<file path="src/rtl/scalar_muladd_mod_l_top_defines.svh">
// assertion macros for the scalar multiply-add mod l block
// used by scalar_muladd_mod_l_top; needs clk and rst_n in scope
`ifndef SCALAR_MULADD_MOD_L_TOP_DEFINES_SVH
`define SCALAR_MULADD_MOD_L_TOP_DEFINES_SVH

// same-cycle implication, checked out of reset
`define SCMAD_ASSERT_NOW(lbl, ante, cons) \
  lbl: assert property (@(posedge clk) disable iff (!rst_n) (ante) |-> (cons)) \
    else $error("scmad check failed");

// next-cycle implication, checked out of reset
`define SCMAD_ASSERT_NEXT(lbl, ante, cons) \
  lbl: assert property (@(posedge clk) disable iff (!rst_n) (ante) |=> (cons)) \
    else $error("scmad check failed");

`endif

</file>
<file path="src/rtl/scmad_pkg.sv">
// shared types and constants for the scalar multiply-add mod l block
// no dependencies
package scmad_pkg;

  // group order l = 2^252 + 27742317777372353535851937790883648493
  localparam logic [255:0] ORDER_L =
    256'h1000000000000000000000000000000014def9dea2f79cd65812631a5cf5d3ed;

  localparam int RES_W = 253;
  localparam int OP_W  = 256;

  // modular add cell operations
  localparam logic [1:0] MODE_DOUBLE = 2'd0;
  localparam logic [1:0] MODE_ADD_A  = 2'd1;
  localparam logic [1:0] MODE_ADD_C  = 2'd2;

  // operands before reduction
  typedef struct packed {
    logic [OP_W-1:0] a;
    logic [OP_W-1:0] b;
    logic [OP_W-1:0] c;
  } pre_t;

  // operands after reduction plus running residue
  typedef struct packed {
    logic [RES_W-1:0] r;
    logic [RES_W-1:0] a;
    logic [RES_W-1:0] c;
    logic [OP_W-1:0]  b;
  } stage_t;

  // output buffer status
  typedef struct packed {
    logic [1:0] count;
    logic       push;
  } buf_stat_t;

endpackage

</file>
<file path="src/rtl/scmad_out_buf.sv">
// two-entry result buffer between the cell chain and the output port
// depends on scmad_pkg
module scmad_out_buf (
  input  logic                         clk,
  input  logic                         rst_n,
  input  logic                         push,
  input  logic [scmad_pkg::RES_W-1:0]  push_data,
  input  logic                         pop_ready,
  output logic                         pop_valid,
  output logic [scmad_pkg::RES_W-1:0]  pop_data,
  output logic                         has_room,
  output scmad_pkg::buf_stat_t         stat
);
  import scmad_pkg::*;

  logic [RES_W-1:0] ent_r [2];
  logic             wr_ptr_r;
  logic             rd_ptr_r;
  logic [1:0]       count_r;
  logic [1:0]       count_nxt;
  logic             pop;

  assign pop       = pop_valid && pop_ready;
  assign pop_valid = (count_r != 2'd0);
  assign pop_data  = ent_r[rd_ptr_r];
  assign has_room  = (count_r != 2'd2);

  always_comb begin
    count_nxt = count_r;
    case ({push, pop})
      2'b10:   count_nxt = count_r + 2'd1;
      2'b01:   count_nxt = count_r - 2'd1;
      default: count_nxt = count_r;
    endcase
  end

  always_ff @(posedge clk) begin
    if (!rst_n) begin
      wr_ptr_r <= 1'b0;
      rd_ptr_r <= 1'b0;
      count_r  <= 2'd0;
    end else begin
      if (push) begin
        wr_ptr_r <= ~wr_ptr_r;
      end
      if (pop) begin
        rd_ptr_r <= ~rd_ptr_r;
      end
      count_r <= count_nxt;
    end
  end

  always_ff @(posedge clk) begin
    if (push) begin
      ent_r[wr_ptr_r] <= push_data;
    end
  end

  assign stat.count = count_r;
  assign stat.push  = push;
endmodule

</file>
<file path="config.mk">
export PLATFORM = sky130hd
export DESIGN_NAME = scmad_out_buf
export DESIGN_NICKNAME = d
export VERILOG_FILES = /design/src/rtl/scalar_muladd_mod_l_top_defines.svh /design/src/rtl/scmad_pkg.sv /design/src/rtl/scmad_out_buf.sv
export SDC_FILE = /design/constraint.sdc
export NUM_CORES = 1
export LEC_CHECK = 0
export ABC_AREA = 1
export BUFFER_PORTS_ARGS = -buffer_cell sky130_fd_sc_hd__buf_4
export CAP_MARGIN = 20
export CORE_AREA = 2 2 201 203
export CTS_CLUSTER_DIAMETER = 200
export CTS_CLUSTER_SIZE = 28
export DETAILED_ROUTE_END_ITERATION = 7
export DIE_AREA = 0 0 203 205
export PLACE_DENSITY = 0.76
export RECOVER_POWER = 100
export SYNTH_ARGS = -nofsm -noshare
export SYNTH_HDL_FRONTEND = slang
export SYNTH_SLANG_ARGS = --single-unit
</file>
<file path="constraint.sdc">
create_clock -name clk -period 15.2 [get_ports clk]
set_input_delay 1.52 -clock clk [delete_from_list [all_inputs] [get_ports clk]]
set_output_delay 1.52 -clock clk [all_outputs]
set_load 0.02 [all_outputs]
</file>
# [Word level (Yosys, flattened, before mapping)]
# Memory sizes are Yosys's and may differ from the RTL's. A register that Yosys moved wholly into a read port is not among the register bits.
# Index checks and enable logic that the tools add are counted.
[totals] regBits=4 mem_bits_rw=506 output_inout_bits=258 mem_count=1
[classes] n_addsub=2 eq_ne=3 muxes=5 n_bitwise=2 reduce_logical=3
[memory_table] name="ent_r" depth=2 word_bits=253 rd=1 rd_clocked_by_memory_dff=1 write_ports=1 line="scmad_out_buf.sv:16" text="logic [RES_W-1:0] ent_r [2];"
[op_table] cell="1-bit two-way mux" count=4
[op_table] cell="2-bit one-hot mux with 2 select lines" count=1
[op_table] cell="2-bit nonzero test" count=2
[op_table] cell="2-bit by 1-bit adder with 2-bit output (second input constant)" count=1
[op_table] cell="2-bit by 1-bit equality test with 1-bit output (second input constant)" count=1
[op_table] cell="2-bit equality test (second input constant)" count=1
[op_table] cell="2-bit != test (second input constant)" count=1
[op_table] cell="1-bit NOT" count=2
[op_table] cell="2-bit by 1-bit subtractor with 2-bit output (second input constant)" count=1
[op_table] cell="1-bit logical AND" count=1

# [Logic depth before layout (Yosys ltp)]
[logic_depth] word_depth=4 ltp_mapped=7 mapped_depth_nobuf=7

# [Least setup slack after synthesis]
# OpenSTA, ideal clock, no wires.
[synth_path] path_type="input to register" startpoint="input port push" endpoint="memory ent_r[0][0], enable pin" arrival_ns=12.167 slack_ns=2.155 stages=2 path_buffers=0 path_cell_list="inv_1 -> nor2_1"
[synth_via] elab_chain_len=2
[synth_lines] item="from (decl)" line="scmad_out_buf.sv:6" text="input logic push,"
[synth_lines] item="1-bit two-way mux" line="scmad_out_buf.sv:54" text="if (push) begin"
[synth_lines] item="1-bit two-way mux (implied by the code)" line="scmad_out_buf.sv:55" text="ent_r[wr_ptr_r] <= push_data;"
[synth_lines] item="to (decl)" line="scmad_out_buf.sv:16"
# No other way between the ends.

==> flow_metrics.py <==
metrics = {
    "sta": {
        "tightest_slew_ns": 4.43,
        "slew_viol_final": 433,
        "slew-limit-headroom_pct": -197,
        "grt_setup_unrepaired": "false",
        "finalClockSkew_ns": 0.0198,
        "fmax_mhz": 119,
        "setup_viol": 0,
        "timing.setup.tns_ns": 0,
        "whs_ns": 0.507,
        "final_period_minus_worst_setup_slack_ns": 8.38,
        "final.period_utilization_pct": 55.1,
        "final-hold-violation-count": 0,
    },
    "power": {
        "pwr-share-clk_pct": 24.6,
        "pwr-share-comb_pct": 16.5,
        "p_sw_share_pct": 24.9,
        "leakage_nw": 8.05,
        "share_seq_of_total_power_pct": 58.8,
        "power.net_switching_mw": 0.704,
        "power_density_mw_per_mm2": 123,
        "p_int_mw": 2.12,
        "maximum_vdd_ir_drop_uv": 123,
    },
    "detailed_routing": {
        "met2RoutedLength_um": 20900,
        "met1Wirelength_um": 14900,
        "avgRoutedWirePerCell_um": 21.7,
        "postRouteAntennaNets": 0,
        "first_drt_pass_iteration_count": 4,
        "avgViaCountPerCell": 5.03,
        "drt_drc_violations_left": 0,
        "detailroute.via_count": 9476,
        "top_layer": "met5",
        "drt_first_iter_violations": 440,
        "finalWirelength_um": 40800,
        "route.met3.wl_um": 3470,
    },
    "cells_and_area": {
        "drive_gt1_share_pct": 33.9,
        "fillers": 3161,
        "area_growth_syn_to_layout_pct": 19.5,
        "post-route-util_pct": 58.3,
        "layout.nets": 1600,
    },
    "yosys": {
        "sequential_to_total_area_share_from_yosys_stat_pct": 79.7,
        "ys_top_cells_by_area": "sky130_fd_sc_hd__edfxtp_1 (79%), sky130_fd_sc_hd__mux2_4 (13%), sky130_fd_sc_hd__mux2_2 (4.9%)",
        "postSynth.asyncResetShare_pct": 0,
        "synthesis.nets": 1082,
        "synth_seq_cells": 511,
        "yosysWarnings": 0,
        "synth.top_cells.by_count": "sky130_fd_sc_hd__edfxtp_1 (506), sky130_fd_sc_hd__mux2_4 (170), sky130_fd_sc_hd__mux2_2 (83)",
        "postSynthCellCount": 824,
        "synth_most_common_cell": "sky130_fd_sc_hd__edfxtp_1",
        "dominantRegCellSynth": "sky130_fd_sc_hd__edfxtp_1",
        "post-synth-top-area-fraction_pct": 79.2,
        "syn_avg_cell_area_um2": 23.3,
        "netlist_area_mm2": 0.0192,
        "synthDistinctLibCells": 16,
        "synthDominantAreaCellType": "sky130_fd_sc_hd__edfxtp_1",
        "synth_edf_count": 506,
    },
    "die": {
        "fp-row-count": 73,
        "core-area_mm2": 0.0394,
        "dieWidth_um": 203,
        "dieArea_mm2": 0.0416,
        "start_util_pct": 48.7,
        "ioPinCount": 515,
        "fp.dieH_um": 205,
    },
    "run": {
        "max_cap_violations": 7,
    },
    "global_route": {
        "grt_remaining_overflow": 0,
        "pin_count_of_the_biggest_net_entering_global_routing": 175,
        "grt_antenna_before_repair": 5,
        "grt_pass1_vias": 9764,
        "globalRouteTotalUtil_pct": 18.7,
        "global_route_wire_length_before_repair_um": 58200,
    },
    "worst_setup_path": {
        "cp_max_fo": 56,
        "criticalPathCategory": "flop to output port",
        "r2r-end": "ent_r[1][116]$_DFFE_PP_",
        "timing.critical_path.required_ns": 13.68,
        "data_arrival_critical_path_ns": 6.86,
        "worst-r2r-setup-slack_ns": 7.89,
        "startpoint_type": "flop",
        "crit_path_end_kind": "output port",
        "r2r.worst_path.cells": 4,
        "rr_startpoint": "wr_ptr_r$_SDFFE_PN0P_",
    },
    "clock_network": {
        "clkSinkCount": 511,
        "postCtsResizedCells": 0,
        "cts_root_buffer": "sky130_fd_sc_hd__clkbuf_16",
        "cts_hold_buffers": 0,
        "worst_skew_pair.late_latency_ns": 0.55,
        "post_cts.repair.setup_buffers": 0,
        "path_clk_slew_ns": 0.11,
        "clock_tree.htree_level_count": 1,
        "number_of_buffers_on_the_longest_clock_path": 3,
        "cts_inserted_buffers": 22,
        "tritoncts_clock_tree": "built",
    },
    "worst_hold_path": {
        "hold-path-endpoint": "rd_ptr_r$_SDFFE_PN0P_",
        "hp-class": "flop to flop",
        "worstHoldStart": "rd_ptr_r$_SDFFE_PN0P_",
        "hold_path_depth": 2,
    },
    "place": {
        "detailedPlacementHpwl_um": 28700,
        "finalWeightedCongestion": 0.787,
        "number_of_i_o_port_buffers": 514,
    },
    "status": {
        "violations_in_the_final_reports": "max-capacitance violations, max-slew violations",
        "status": "finished with violations",
    },
}
-- worst max-delay path, stage by stage (launching register included) --
cell and delay (ns):
sky130_fd_sc_hd__dfxtp_1 2.11, sky130_fd_sc_hd__clkbuf_1 2.03, sky130_fd_sc_hd__buf_4 0.86, sky130_fd_sc_hd__buf_4 0.66
sky130_fd_sc_hd__mux2_1 0.42, sky130_fd_sc_hd__buf_4 0.17
-- routing by layer --
layer  vias up  global-route usage, %
met5         -                      0
met4         6                   7.12
met3        80                   5.35
met2       382                   33.0
met1      4725                   21.6
li1       4283                      -
-- layout by cell type, fill, tap and decap left out --
cell type	netlist	final
sky130_fd_sc_hd__o21a_1	1	1
sky130_fd_sc_hd__mux2_4	170	5
sky130_fd_sc_hd__nand4_1	1	1
sky130_fd_sc_hd__edfxtp_1	506	506
sky130_fd_sc_hd__mux2_1	0	174
sky130_fd_sc_hd__clkinvlp_2	0	1
sky130_fd_sc_hd__a21oi_1	1	1
sky130_fd_sc_hd__mux2_2	83	74
sky130_fd_sc_hd__ha_1	1	1
sky130_fd_sc_hd__buf_12	0	1
sky130_fd_sc_hd__clkbuf_1	0	181
sky130_fd_sc_hd__o21ai_0	1	1
sky130_fd_sc_hd__dfxtp_1	5	5
sky130_fd_sc_hd__buf_1	0	2
sky130_fd_sc_hd__diode_2	0	2
sky130_fd_sc_hd__clkbuf_16	0	23
sky130_fd_sc_hd__clkbuf_4	0	172
sky130_fd_sc_hd__nand3_1	1	1
sky130_fd_sc_hd__nand2_1	9	9
sky130_fd_sc_hd__nor2_1	10	10
sky130_fd_sc_hd__inv_1	6	5
sky130_fd_sc_hd__buf_4	1	183
sky130_fd_sc_hd__clkinv_16	0	1
-- layout make-up --
cell class	count	area [µm²]	area share (%)
repair buffers	523	3310	14.4
inverters	6	23.8	0.104
well taps	525	657	2.86
multi-input cells	278	2980	13.0
clock buffers	39	636	2.77
diodes	2	5.00	0.0218
clock inverters	1	30.0	0.131
flip-flops and latches	511	15300	66.7
-- sequential cells by signal, indices dropped and copies added, names as in the netlist, named ones only --
register  cells
wr_ptr_r      1
count_r       2
ent_r       506
rd_ptr_r      1
-- cells by family after synthesis --
family	Yosys count	share of synthesized area, %
AOI/OAI and AO/OA	3	0.0912
muxes	253	18.2
adders and majority gates	1	0.0652
DFF	511	79.7
and+or+nand+nor	21	0.430
buffers and inverters	35	1.54
-- through the flow --
step | area, µm² | power, mW | worst slack (ns) | std cells
final | 22900 | 2.82 | 6.82 | 1885
after global routing | 22900 | 2.92 | 6.15 | 1885
after CTS | 24200 | 2.94 | 9.11 | 1882
after detailed placement | 23500 | 2.26 | 9.75 | 1842
after global placement | 23500 | 2.25 | 9.81 | 1842
after floorplan | 19200 | 2.04 | 2.15 | 824
-- how the worst max path moves through the flow --
stage | startpoint | endpoint | slack [ns]
3_3_place_gp | flop | pop_data[138] | 9.81
4_1_cts | flop | pop_data[122] | 9.11
3_5_place_dp | flop | pop_data[122] | 9.75
6_report | flop | pop_data[106] | 6.82
2_1_floorplan | push | ent_r[0][0]$_DFFE_PP_ | 2.15
5_1_grt | flop | pop_data[173] | 6.15
-- power groups by stage --
| stage | Sequential [mW] | Combinational, mW | Clock, mW |
|---|---|---|---|
| global placement | 1.69 | 0.555 | 0 |
| global route | 1.67 | 0.494 | 0.760 |
| CTS | 1.66 | 0.564 | 0.717 |
| detailed placement | 1.69 | 0.563 | 0 |
| finish | 1.66 | 0.467 | 0.695 |
| floorplan | 1.70 | 0.341 | 0 |
Power figures use the tool's default switching activity.
